--- src/sv/ssns_pkg.sv ---
`timescale 1ns / 1ps
// Package: item layouts and constants for the sixteen-step note sequencer.
package ssns_pkg;

    localparam int IN_W  = 24;
    localparam int OUT_W = 24;
    localparam int CFG_W = 16;

    localparam logic [15:0] TICK_RESET        = 16'd4000;
    localparam logic [15:0] TICK_MAX          = 16'hFFFF;
    localparam logic [15:0] TEMPO_SCALE_RESET = 16'd3000;
    localparam logic [7:0]  NOTE_TOP          = 8'd128;
    localparam logic [7:0]  NOTE_MAX_PLAIN    = 8'd127;

    // input item, last field in the lowest bits
    typedef struct packed {
        logic [4:0]        pad;
        logic [7:0]        tempo_bpm;
        logic signed [7:0] encoder_delta;
        logic              prev_button;
        logic              next_button;
        logic              play_button;
    } ssns_in_t;

    // result item, last field in the lowest bits
    typedef struct packed {
        logic [0:0] pad;
        logic [7:0] edited_note;
        logic [3:0] shown_step;
        logic       gate;
        logic [7:0] sounding_note;
        logic       step_trigger;
        logic       playing;
    } ssns_out_t;

endpackage

--- src/sv/sixteen_step_note_sequencer.sv ---
`timescale 1ns / 1ps
// Top level: step sequencer with play timing, edit mode and note store.
//
//  channel | direction | handshake             | payload
//  s_      | in        | s_tvalid / s_tready   | s_tdata  (one tick item)
//  m_      | out       | m_tvalid / m_tready   | m_tdata  (one result item)
//  cfg_    | in        | cfg_valid / cfg_ready | cfg_data (tempo_scale)
//
// An item is registered on entry, updated through combinational logic and
// registered again on exit; one item per cycle sustained while m_ is ready.
// The note store read-modify-write and the 24-bit tick times tempo compare
// both close in the update logic between the entry and exit registers.
// Synchronous active-low reset clears the valid flags and sequencer state, not the data registers;
// tick counter starts at 4000. A stalled m_ side holds the result; the input stage keeps one item waiting.
module sixteen_step_note_sequencer #(
    parameter int STEPS = 16
) (
    input  logic                     aclk,
    input  logic                     aresetn,
    input  logic                     s_tvalid,
    output logic                     s_tready,
    // play_button, next_button, prev_button, encoder_delta[7:0], tempo_bpm[7:0], zero pad
    input  logic [ssns_pkg::IN_W-1:0]  s_tdata,
    output logic                     m_tvalid,
    input  logic                     m_tready,
    // playing, step_trigger, sounding_note[7:0], gate, shown_step[3:0], edited_note[7:0], zero pad
    output logic [ssns_pkg::OUT_W-1:0] m_tdata,
    input  logic                     cfg_valid,
    output logic                     cfg_ready,
    // tempo_scale
    input  logic [ssns_pkg::CFG_W-1:0] cfg_data
);
    import ssns_pkg::*;

    localparam int PW = $clog2(STEPS + 1);
    localparam int IW = $clog2(STEPS);
    localparam logic [PW-1:0] POS_LAST  = PW'(STEPS - 1);
    localparam logic [PW-1:0] POS_STEPS = PW'(STEPS);

    logic            in_valid_reg;
    ssns_in_t        in_reg;
    logic            out_valid_reg;
    ssns_out_t       out_reg, out_next;
    logic            advance;

    logic [7:0]      note_reg [STEPS];
    logic [PW-1:0]   pos_reg, pos_next;
    logic            mode_reg, mode_next;
    logic            play_prev_reg;
    logic            next_prev_reg, next_prev_next;
    logic            prev_prev_reg, prev_prev_next;
    logic [15:0]     tick_reg, tick_next;
    logic [7:0]      tone_reg, tone_next;
    logic            gate_reg, gate_next;
    logic [3:0]      led_reg, led_next;
    logic [15:0]     scale_reg;

    logic            play_edge;
    logic [PW-1:0]   pos_base;
    logic [PW-1:0]   pos_wrap;
    logic [PW-1:0]   pos_edit;
    logic [PW-1:0]   pos_sel;
    logic [PW+3:0]   pos_ext;
    logic [7:0]      note_rd;
    logic [23:0]     product;
    logic            due;
    logic [15:0]     tick_base;
    logic signed [9:0] sum;
    logic [7:0]      sum_sat;
    logic            note_we;

    assign advance  = in_valid_reg && (!out_valid_reg || m_tready);
    assign s_tready = !in_valid_reg || advance;
    assign m_tvalid = out_valid_reg;
    assign m_tdata  = out_reg;
    assign cfg_ready = 1'b1;

    always_comb begin
        play_edge = in_reg.play_button && !play_prev_reg;
        mode_next = mode_reg ^ play_edge;
        pos_base  = play_edge ? '0 : pos_reg;
        pos_wrap  = (pos_base >= POS_STEPS) ? '0 : pos_base;

        pos_edit       = pos_wrap;
        next_prev_next = next_prev_reg;
        prev_prev_next = prev_prev_reg;
        if (in_reg.next_button != next_prev_reg) begin
            next_prev_next = in_reg.next_button;
            if (in_reg.next_button) begin
                pos_edit = (pos_wrap == POS_LAST) ? '0 : pos_wrap + PW'(1);
            end
        end else if (in_reg.prev_button != prev_prev_reg) begin
            prev_prev_next = in_reg.prev_button;
            if (in_reg.prev_button) begin
                pos_edit = (pos_wrap == '0) ? POS_LAST : pos_wrap - PW'(1);
            end
        end

        pos_sel = mode_next ? pos_wrap : pos_edit;
        note_rd = note_reg[pos_sel[IW-1:0]];
        pos_ext = {4'd0, pos_sel};

        product = {8'd0, tick_reg} * {16'd0, in_reg.tempo_bpm};
        due     = product > {8'd0, scale_reg};

        sum = $signed({2'b00, note_rd}) + 10'(in_reg.encoder_delta);
        if (sum > $signed({2'b00, NOTE_MAX_PLAIN})) begin
            sum_sat = NOTE_TOP;
        end else if (sum < 10'sd1) begin
            sum_sat = 8'd0;
        end else begin
            sum_sat = sum[7:0];
        end

        tone_next = tone_reg;
        gate_next = gate_reg;
        led_next  = led_reg;
        tick_next = tick_reg;
        pos_next  = pos_base;
        note_we   = 1'b0;
        out_next  = '0;

        if (mode_next) begin
            tick_base = due ? 16'd0 : tick_reg;
            tick_next = (tick_base == TICK_MAX) ? tick_base : tick_base + 16'd1;
            if (due) begin
                tone_next = note_rd;
                gate_next = note_rd != 8'd0;
                led_next  = pos_ext[3:0];
                pos_next  = pos_wrap + PW'(1);
            end
            out_next.step_trigger = due;
        end else begin
            tick_base = tick_reg;
            gate_next = 1'b0;
            pos_next  = pos_edit;
            if (in_reg.next_button != next_prev_reg || in_reg.prev_button != prev_prev_reg) begin
                led_next = pos_ext[3:0];
            end
            note_we = 1'b1;
            out_next.edited_note = sum_sat;
        end

        out_next.playing       = mode_next;
        out_next.sounding_note = tone_next;
        out_next.gate          = gate_next;
        out_next.shown_step    = led_next;
    end

    always_ff @(posedge aclk) begin
        if (!aresetn) begin
            in_valid_reg  <= 1'b0;
            out_valid_reg <= 1'b0;
            pos_reg       <= '0;
            mode_reg      <= 1'b0;
            play_prev_reg <= 1'b0;
            next_prev_reg <= 1'b0;
            prev_prev_reg <= 1'b0;
            tick_reg      <= TICK_RESET;
            tone_reg      <= '0;
            gate_reg      <= 1'b0;
            led_reg       <= '0;
            scale_reg     <= TEMPO_SCALE_RESET;
            for (int i = 0; i < STEPS; i++) begin
                note_reg[i] <= '0;
            end
        end else begin
            if (cfg_valid) begin
                scale_reg <= cfg_data;
            end
            if (s_tvalid && s_tready) begin
                in_valid_reg <= 1'b1;
                in_reg       <= ssns_in_t'(s_tdata);
            end else if (advance) begin
                in_valid_reg <= 1'b0;
            end
            if (advance) begin
                out_valid_reg <= 1'b1;
                out_reg       <= out_next;
                pos_reg       <= pos_next;
                mode_reg      <= mode_next;
                play_prev_reg <= in_reg.play_button;
                tick_reg      <= tick_next;
                tone_reg      <= tone_next;
                gate_reg      <= gate_next;
                led_reg       <= led_next;
                if (!mode_next) begin
                    next_prev_reg <= next_prev_next;
                    prev_prev_reg <= prev_prev_next;
                end
                if (note_we) begin
                    note_reg[pos_sel[IW-1:0]] <= sum_sat;
                end
            end else if (m_tready) begin
                out_valid_reg <= 1'b0;
            end
        end
    end

`ifndef SYNTHESIS
    // a triggered step gates on exactly when its note is nonzero
    assert property (@(posedge aclk) disable iff (!aresetn)
        (out_valid_reg && out_reg.step_trigger) |-> (out_reg.gate == (out_reg.sounding_note != 8'd0)))
        else $error("gate does not follow triggered note");

    // edit mode: no trigger, no gate
    assert property (@(posedge aclk) disable iff (!aresetn)
        (out_valid_reg && !out_reg.playing) |-> (!out_reg.step_trigger && !out_reg.gate))
        else $error("trigger or gate in edit mode");

    // play mode reports no edited note
    assert property (@(posedge aclk) disable iff (!aresetn)
        (out_valid_reg && out_reg.playing) |-> (out_reg.edited_note == 8'd0))
        else $error("edited note in play mode");

    // edited note never passes the saturation limit
    assert property (@(posedge aclk) disable iff (!aresetn)
        out_valid_reg |-> (out_reg.edited_note <= NOTE_TOP))
        else $error("edited note out of range");
`endif

endmodule
--- config.mk ---
export PLATFORM = sky130hd
export DESIGN_NAME = sixteen_step_note_sequencer
export DESIGN_NICKNAME = d
export VERILOG_FILES = /design/src/sv/ssns_pkg.sv /design/src/sv/sixteen_step_note_sequencer.sv
export SDC_FILE = /design/constraint.sdc
export NUM_CORES = 1
export LEC_CHECK = 0
export BUFFER_PORTS_ARGS = -buffer_cell sky130_fd_sc_hd__buf_2
export CAP_MARGIN = 30
export CORE_MARGIN = 5
export CORE_UTILIZATION = 40
export DETAILED_ROUTE_END_ITERATION = 10
export GPL_TIMING_DRIVEN = 1
export MAX_ROUTING_LAYER = met4
export PLACE_DENSITY = 0.6
export RECOVER_POWER = 100
export SLEW_MARGIN = 20
export SYNTH_ARGS = -nofsm -noshare
export SYNTH_HDL_FRONTEND = slang
export SYNTH_SLANG_ARGS = --single-unit
--- constraint.sdc ---
create_clock -name aclk -period 8.4 [get_ports aclk]
set_clock_uncertainty 0.1 [all_clocks]
set_input_delay 1.68 -clock aclk [delete_from_list [all_inputs] [get_ports aclk]]
set_output_delay 1.68 -clock aclk [all_outputs]
set_load 0.03 [all_outputs]
==> impl_metrics.yaml, run 1 <==
outcome:
  run_status: "finished clean"
yosys:
  yosys.area.top_type: "edfxtp_1"
  seq_area_frac_synth_pct: 39.82
  synth-seq-cells: 226
  ys.warnings.count: 0
  synth_area_leaders: "edfxtp_1 (33%), fa_1 (11%), dfxtp_1 (7.2%)"
  synth-edff-count: 170
  netlist_area_mm2: 0.01564
  synth.distinct_cells: 79
  syn_avg_cell_area_um2: 9.534
  ys.flop_type: "edfxtp_1"
  async_flop_share_pct: 0
  syn_inst: 1640
  synth_top_area_share_pct: 32.65
placed_design:
  dp.cells: 2214
  gp_congestion: 0.9037
  numPortBuffers: 64
  place_hpwl_mm: 29.41
  dpl_cell_area_mm2: 0.01691
clock_tree:
  clock_latency_ns: 0.59
  path_clk_slew_ns: 0.06
  cts_tree: "built"
  clockBufferDepth: 3
  holdBufCountCts: 0
  clock-sinks: 226
  htreeDepth: 1
  cts-buffers-inserted: 28
  clockRootBuffer: "clkbuf_16"
critical_path:
  required_ns: 8.69
  startpoint_type: "flop"
  path_common_cell: "fa_1"
  arrival_ns: 8.45
  max_stage_delay_ns: 0.54
  end_kind: "flop"
  r2r_end: "tick_reg[9]"
  crit_slowest_cell: "fa_1"
  crit_fanout: 6
  path_class: "flop to flop"
  ff2ff_path_depth: 34
  endpoint: "tick_reg[9]"
  r2r-start: "in_reg[14]"
  worstSetupStartpoint: "in_reg[14]"
  r2r_slack_ns: 0.24
timing:
  fin_crit_sh_pct: 97.12
  relSlewSlack_pct: 31.78
  fmax_mhz: 122.6
  fin_crit_ns: 8.158
  setup_viol: 0
  slew_viol_final: 0
  tightest_slew_ns: 1.023
  hold_violations: 0
finish:
  fin_util_pct: 46.96
  final_nets: 1948
  largest_register_ffs: 128
  syn_to_final_growth_pct: 16.07
  final_area_mm2: 0.01815
  post_layout_nonfiller_instances: 2285
  drive_gt1_share_pct: 14.73
floorplan:
  die_w_um: 207.7
  start_util_pct: 40.46
  coreArea_mm2: 0.03865
  pin_count: 72
  rows: 72
  chipHeight_um: 207.7
  die_area_mm2: 0.04315
routing:
  ant_nets: 0
  first_pass_iters: 5
  wl_mm: 40.95
  drt-initial-drc-count: 725
  avgRoutedWirePerCell_um: 17.92
  routed_via_density: 5.340
  drc: 0
  vias: 12200
power:
  p_clk_share_pct: 24.5
  intPower_mw: 3.149
  power_frac_comb_pct: 50.1
  leakage_nw: 7.450
  powerDensity_mw_per_mm2: 284.2
  ir_worst_vdd_uv: 239.9
  totalPowerFinal_mw: 5.157
  p_seq_share_pct: 25.5
  p_sw_mw: 2.009
  switching_share_pct: 38.95
global_route:
  grt_pass1_vias: 12200
  gr-total-overflow: 0
  grt_max_degree: 41
  antenna_found_initial: 2
  grt_usage_pct: 19.15
  grt_pass1_wl_mm: 65.67
min_path:
  worstHoldPathType: "flop to flop"
run:
  maxCapViolCount: 0
[worst max-delay path, delay by kind of cell, from the launching register on]
family / cells / cell delay [ns]
DFF: 1 / 0.48
buffers and inverters: 6 / 0.79
adders and majority gates: 7 / 2.82
AOI/OAI and AO/OA: 6 / 1.08
xor gates and xnor gates: 1 / 0.16
and+or+nand+nor: 14 / 2.55
[layout by cell type, fill, tap and decap left out, types with 6 or more instances in the layout]
cell / n
nor2_1: 193
nand2_1: 180
edfxtp_1: 170
inv_1: 132
and2_1: 107
buf_4: 85
fa_1: 83
ha_1: 65
a21oi_1: 63
nand3_1: 60
dfxtp_1: 55
buf_2: 39
o21ai_0: 37
clkbuf_1: 35
clkbuf_16: 28
a211oi_1: 24
mux2i_1: 24
nor3_1: 22
and3_1: 21
nand4_1: 20
a21o_1: 19
o211ai_1: 15
a31oi_1: 15
mux2_2: 15
xnor2_1: 13
nand2b_1: 13
nor2b_1: 12
xor2_1: 10
or3_1: 10
o21a_1: 9
nor4_1: 9
a21oi_2: 8
a2111oi_0: 8
ha_4: 8
o21bai_1: 7
or4_1: 7
o22ai_1: 6
o211a_1: 6
[power groups by stage]
stage                     logic [mW]  registers, mW  clock network (mW)
after detailed placement        2.32           1.34                   0
after CTS                       2.40           1.31                1.29
final                           2.58           1.31                1.26
after global placement          2.29           1.33                   0
after global routing            2.89           1.32                1.34
after floorplan                 1.66           1.33                   0
[metal layers]
layer	global-route usage [%]	vias up	wire, um
met3	2.660	77	1877
met2	33.71	275	21140
met1	22.91	5952	16590
li1	-	5898	-
met5	-	-	0
met4	5.912	0	1353
[final cells by class]
| cell class | count | area, um2 |
|---|---|---|
| diodes | 2 | 5.005 |
| clock buffers | 31 | 711.9 |
| clock inverters | 21 | 265.3 |
| fillers | 3628 | 20500 |
| inverters | 136 | 510.5 |
| multi-input cells | 1187 | 8741 |
| flip-flops and latches | 226 | 6227 |
| well taps | 518 | 648.1 |
| repair buffers | 164 | 1040 |
[worst min-delay path by stage]
stage / startpoint / endpoint / depth (start not counted)
after floorplan: play_prev_reg / play_prev_reg / 2
after global placement: play_prev_reg / play_prev_reg / 2
after detailed placement: play_prev_reg / play_prev_reg / 2
after CTS: play_prev_reg / play_prev_reg / 2
after global routing: play_prev_reg / play_prev_reg / 2
final: play_prev_reg / play_prev_reg / 2
[cell families after synthesis]
family          share of synthesized area, %
compound gates                         11.87
xor+xnor                               1.392
fa+ha+maj                              16.88
buf+inv                                5.785
flops                                  39.82
mux                                    3.001
other cells                          0.04803
simple gates                           21.21
[stage by stage]
step | setup WS (ns) | hold slack, ns | setup TNS, ns
6_report | 0.2422 | 0.3696 | 0
5_1_grt | -0.07231 | 0.4057 | -0.2753
4_1_cts | 0.006891 | 0.3745 | 0
3_5_place_dp | -0.1584 | 0.3653 | -0.7841
3_3_place_gp | -0.1029 | 0.3527 | -0.2619
2_1_floorplan | 0.003118 | 0.3446 | 0
[synth_stat cells, drive strengths merged, types with 16 or more instances]
library cell,count
a211oi,24
a21o,19
a21oi,71
a31oi,16
and2,112
and3,21
buf,21
clkbuf,72
dfxtp,56
edfxtp,170
fa,85
ha,75
inv,136
mux2,20
mux2i,24
nand2,186
nand3,62
nand4,20
nor2,198
nor3,23
o21ai,42
[what timing repair did]
item	4_1_cts	5_1_grt
setup endpoints to repair	11	15
buffers inserted	6	10
resized for setup	10	45
pin swaps	14	53
cloned	0	0
hold endpoints to repair	0	0
Note: power is estimated with default switching activity, not from simulation.
==> inputs of run 2 (changes only) <==
--- a/config.mk
+++ b/config.mk
@@ -5,6 +5,7 @@
 export SDC_FILE = /design/constraint.sdc
 export NUM_CORES = 1
 export LEC_CHECK = 0
+export ABC_AREA = 1
 export BUFFER_PORTS_ARGS = -buffer_cell sky130_fd_sc_hd__buf_2
 export CAP_MARGIN = 30
 export CORE_MARGIN = 5
==> run 2 against run 1 <==
  * Core utilization shrank 2.8 points
  * Critical endpoint is now tick_reg[2]
  * Critical path depth grew 1
  * First-iteration DRC count grew 32%
  * Cell count grew 12%
  * Non-clock buffer count shrank 80
  * Register-to-register slack gained 0.44 ns
  * Power shrank 16%
  * Largest cell class unchanged
  * Sequential cell count is the same
  * Sequential power is essentially flat
  * Setup slack gained 0.44 ns
==> impl_metrics.yaml, run 2 <==
yosys:
  syn_inst: 1987
  synth_area_leaders: "edfxtp_1 (32%), fa_1 (11%), nand2_1 (11%)"
  syn_avg_cell_area_um2: 8.004
  ys.warnings.count: 0
  async_flop_share_pct: 0
  synth_top_area_share_pct: 32.10
  seq_area_frac_synth_pct: 39.15
  synth.most_common_cell: "nand2_1"
  yosys.area.top_type: "edfxtp_1"
  ys.flop_type: "edfxtp_1"
  netlist_area_mm2: 0.01590
  synth-seq-cells: 226
  synth.distinct_cells: 46
  synth-edff-count: 170
  yosys-top-cells-count: "nand2_1 (450), inv_1 (336), nor2_1 (235), nand3_1 (178), edfxtp_1 (170)"
critical_path:
  max_stage_delay_ns: 0.84
  crit_fanout: 20
  endpoint: "tick_reg[2]"
  ff2ff_path_depth: 35
  r2r-start: "in_reg[14]"
  r2r_slack_ns: 0.69
  worstSetupStartpoint: "in_reg[14]"
  arrival_ns: 8.09
  path_class: "flop to flop"
  r2r_end: "tick_reg[2]"
  startpoint_type: "flop"
  end_kind: "flop"
  required_ns: 8.77
  crit_slowest_cell: "edfxtp_1"
global_route:
  grt_usage_pct: 18.45
  grt_max_degree: 71
  gr-total-overflow: 0
  grt_pass1_wl_mm: 65.25
  antenna_found_initial: 0
  grt_pass1_vias: 12590
routing:
  wl_mm: 39.63
  drt-initial-drc-count: 957
  first_pass_iters: 6
  avgRoutedWirePerCell_um: 15.52
  maxUsedRoutingLayer: "met4"
  wl_met2_mm: 18.17
  wl_met1_mm: 18.36
  routed_via_density: 5.057
  dr_wl_met3_mm: 2.223
  ant_nets: 0
  vias: 12910
  drc: 0
clock_tree:
  clockBufferDepth: 3
  clock_latency_ns: 0.56
  cts_setup_buffers: 0
  clock-sinks: 226
  cts-buffers-inserted: 27
  htreeDepth: 1
  holdBufCountCts: 0
  clockRootBuffer: "clkbuf_16"
  cts_tree: "built"
  path_clk_slew_ns: 0.06
  ctsResizeCount: 0
min_path:
  worstHoldPathType: "flop to flop"
timing:
  slew_viol_final: 0
  timing.final.ws_setup_ns: 0.6862
  fin_crit_sh_pct: 91.83
  setup_viol: 0
  hold_violations: 0
  whs_ns: 0.3675
  fmax_mhz: 129.6
  relSlewSlack_pct: 3.056
  tightest_slew_ns: 1.454
  fin_crit_ns: 7.714
  tns_ns: 0
  rsz0062_at_grt: "no"
finish:
  drive_gt1_share_pct: 6.755
  final_common_cell: "nand2_1"
  largest_register_ffs: 128
  post_layout_nonfiller_instances: 2553
  most-common-layout-cells: "nand2_1 (458), inv_1 (337), nor2_1 (236), nand3_1 (178), edfxtp_1 (170)"
  final_nets: 2212
  n_antenna_cell: 0
  syn_to_final_growth_pct: 9.747
placed_design:
  numPortBuffers: 64
  gp_congestion: 0.8703
  place_hpwl_mm: 27.88
  post-place-ws_ns: 0.8083
  dp.cells: 2502
run:
  maxCapViolCount: 0
power:
  leakage_nw: 8.447
  ir_worst_vdd_uv: 154.7
  totalPowerFinal_mw: 4.344
  powerDensity_mw_per_mm2: 248.9
floorplan:
  pin_count: 72
  rows: 73
  chipHeight_um: 209.4
  die_w_um: 209.4
  die_area_mm2: 0.04385
  coreArea_mm2: 0.03955
  start_util_pct: 40.21
outcome:
  run_status: "finished clean"
## run 2: cell types whose count changed in the layout (fill, tap and decap cells not counted), sizes merged, moves of 24 or more
cell and change:
mux2i -24, nand3 +124, nor2 +48, inv +206, buf -79, and2 -110, nand2 +282
## run 2: layout make-up
cell class / count / area (um2)
clock inverters: 18 / 212.7
fillers: 3957 / 22090
clock buffers: 32 / 694.4
repair buffers: 84 / 432.9
well taps: 525 / 656.9
inverters: 347 / 1304
multi-input cells: 1321 / 7928
flip-flops and latches: 226 / 6226
## run 2: power breakdown
| group | internal [mW] | switching, mW | total (mW) | leakage (nW) |
|---|---|---|---|---|
| clock | 0.717 | 0.488 | 1.21 | 0.438 |
| combinational | 0.587 | 1.24 | 1.83 | 5.83 |
| sequential | 1.27 | 0.0406 | 1.31 | 2.18 |
## run 2: metrics by stage
stage                     utilization [%]  area, um2
after floorplan                         -      15910
after detailed placement            42.11      16660
after CTS                           44.41      17560
final                               44.13      17450
after global placement              41.95      16590
after global routing                44.13      17450
## run 2: routing by layer
layer	track usage, %	vias to the layer above
met5	-	-
met2	29.72	353
met1	25.14	6184
li1	-	6315
met4	4.388	0
met3	2.272	58
## run 2: how the worst min path moves through the flow
stage,from,endpoint,slack [ns],cells after the start
2_1_floorplan,scale_reg[15],scale_reg[15],0.34,2
3_3_place_gp,scale_reg[2],scale_reg[2],0.36,2
3_5_place_dp,scale_reg[2],scale_reg[2],0.36,2
4_1_cts,scale_reg[2],scale_reg[2],0.37,2
5_1_grt,scale_reg[2],scale_reg[2],0.38,2
6_report,scale_reg[3],scale_reg[3],0.37,2
## run 2: critical path, delay by kind of cell (launching register included)
family	cells	cell delay (ns)
buf+inv	9	1.03
xor+xnor	1	0.19
simple gates	15	2.06
fa+ha+maj	7	2.95
flops	1	0.84
compound gates	3	0.44
## run 2: kinds of logic after synthesis
group	share of synthesized area, %
AO/OA/AOI/OAI	5.822
AND/OR/NAND/NOR	25.89
XOR/XNOR	1.644
adder cells (fa/ha/maj)	16.60
other	0.04722
buffers and inverters	10.85
flip-flops	39.15
==> inputs of run 3 (changes only) <==
--- a/config.mk
+++ b/config.mk
@@ -9,11 +9,11 @@
 export BUFFER_PORTS_ARGS = -buffer_cell sky130_fd_sc_hd__buf_2
 export CAP_MARGIN = 30
 export CORE_MARGIN = 5
-export CORE_UTILIZATION = 40
+export CORE_UTILIZATION = 57
 export DETAILED_ROUTE_END_ITERATION = 10
 export GPL_TIMING_DRIVEN = 1
 export MAX_ROUTING_LAYER = met4
-export PLACE_DENSITY = 0.6
+export PLACE_DENSITY = 0.8
 export RECOVER_POWER = 100
 export SLEW_MARGIN = 20
 export SYNTH_ARGS = -nofsm -noshare
==> run 3 against run 2 <==
  * The flow now finishes with violations (max-capacitance violations, max-slew violations)
  * Critical path depth unchanged
  * Wire length down 4.2%
  * Cell area down 1.3%
==> impl_metrics.yaml, run 3 (synthesized netlist as in run 2, its figures left out) <==
floorplan:
  die_w_um: 177.0
  chipHeight_um: 177.0
  pin_count: 72
  coreArea_mm2: 0.02771
  die_area_mm2: 0.03134
  rows: 61
  start_util_pct: 57.40
clock_tree:
  clock_latency_ns: 0.55
  clock-sinks: 226
  cts_tree: "built"
  clockRootBuffer: "clkbuf_16"
  path_clk_slew_ns: 0.06
  holdBufCountCts: 0
  htreeDepth: 1
  cts-buffers-inserted: 26
  clockBufferDepth: 3
finish:
  drive_gt1_share_pct: 6.614
  final_nets: 2215
  fillerInstances: 2326
  largest_register_ffs: 128
  most-common-layout-cells: "nand2_1 (458), inv_1 (338), nor2_1 (237), nand3_1 (178), edfxtp_1 (170)"
  syn_to_final_growth_pct: 8.300
  final_common_cell: "nand2_1"
timing:
  fin_crit_sh_pct: 92.99
  rsz0062_at_grt: "no"
  tns_ns: 0
  hold_violations: 0
  slew_viol_final: 87
  relSlewSlack_pct: -12.06
  fmax_mhz: 128.0
  setup_viol: 0
  tightest_slew_ns: 1.681
  fin_crit_ns: 7.811
  whs_ns: 0.3633
global_route:
  gr-total-overflow: 0
  grt_max_degree: 69
  grt_pass1_wl_mm: 62.51
  antenna_found_initial: 1
  grt_pass1_vias: 12860
  grt_usage_pct: 24.96
routing:
  vias: 13140
  drc: 0
  routed_via_density: 5.465
  drt-initial-drc-count: 1421
  ant_nets: 0
  first_pass_iters: 6
  avgRoutedWirePerCell_um: 15.78
  wl_mm: 37.95
run:
  maxCapViolCount: 2
outcome:
  run_status: "complete, but fails checks"
  violations: "max-capacitance violations, max-slew violations"
power:
  ir_worst_vdd_uv: 295.4
  leakage_nw: 8.426
  powerDensity_mw_per_mm2: 247.0
placed_design:
  place_hpwl_mm: 26.64
  gp_congestion: 0.9120
  numPortBuffers: 64
critical_path:
  path_common_cell: "nand2_1"
  r2r-start: "in_reg[13]"
  path_class: "flop to flop"
  arrival_ns: 8.13
  end_kind: "flop"
  startpoint_type: "flop"
  required_ns: 8.72
  crit_slowest_cell: "edfxtp_1"
  r2r_slack_ns: 0.59
  max_stage_delay_ns: 0.78
  ff2ff_path_depth: 35
  crit_fanout: 17
  r2r_end: "tick_reg[0]"
min_path:
  worstHoldPathCells: 2
  hp-start: "play_prev_reg"
  worst_hold_path.endpoint: "play_prev_reg"
  worstHoldPathType: "flop to flop"
run 3: worst max path at each step:
stage	cells past startpoint	slack (ns)	end	start
5_1_grt	35	0.04	tick_reg[14]	tick_reg[6]
6_report	35	0.59	tick_reg[0]	in_reg[13]
2_1_floorplan	38	1.81	tick_reg[0]	in_reg[17]
3_3_place_gp	33	0.94	tick_reg[14]	in_reg[14]
4_1_cts	33	0.63	tick_reg[14]	in_reg[15]
3_5_place_dp	36	0.83	tick_reg[0]	in_reg[14]
run 3: critical path: cells and delay by family (launching register included):
family | cells | cell delay (ns)
and+or+nand+nor | 20 | 3.00
xor gates and xnor gates | 1 | 0.10
AOI/OAI and AO/OA | 2 | 0.33
buffers and inverters | 5 | 0.48
DFF | 1 | 0.78
adders and majority gates | 7 | 2.89
run 3: where the power goes:
part	switching (mW)	internal (mW)
clock	0.469	0.637
sequential	0.0357	1.27
combinational	1.26	0.586
run 3: cell type report:
class,count,area (um2),share of cell area (%)
Clock inverter,12,156.4,0.9080
Timing Repair Buffer,88,481.7,2.797
Multi-Input combinational cell,1321,7908,45.91
Antenna cell,1,2.502,0.01453
Sequential cell,226,6226,36.15
Clock buffer,32,673.1,3.908
Inverter,347,1304,7.569
Tap cell,378,473.0,2.746
run 3: what timing repair did:
item | CTS | global route
endpoints found under the setup margin | 0 | 1
gates resized for setup | 0 | 0
buffers inserted | 0 | 13
run 3: per-layer routing:
metal	share of wire (%)	global-route usage [%]
met5	0	-
met4	2.2	6.673
met3	9.2	4.123
met2	47	40.23
met1	41	33.19
run 3: stage by stage:
step                std cells  utilization [%]  instance area, um2  setup slack [ns]  total power, mW
global route             2405            62.17               17220           0.04109            4.557
finish                   2405            62.17               17220            0.5890            4.255
detailed placement       2347            59.12               16380            0.8285            3.146
global placement         2346            59.05               16360            0.9377            3.100
floorplan                1989                -               15910             1.812            2.722
CTS                      2391            62.12               17210            0.6288            4.256
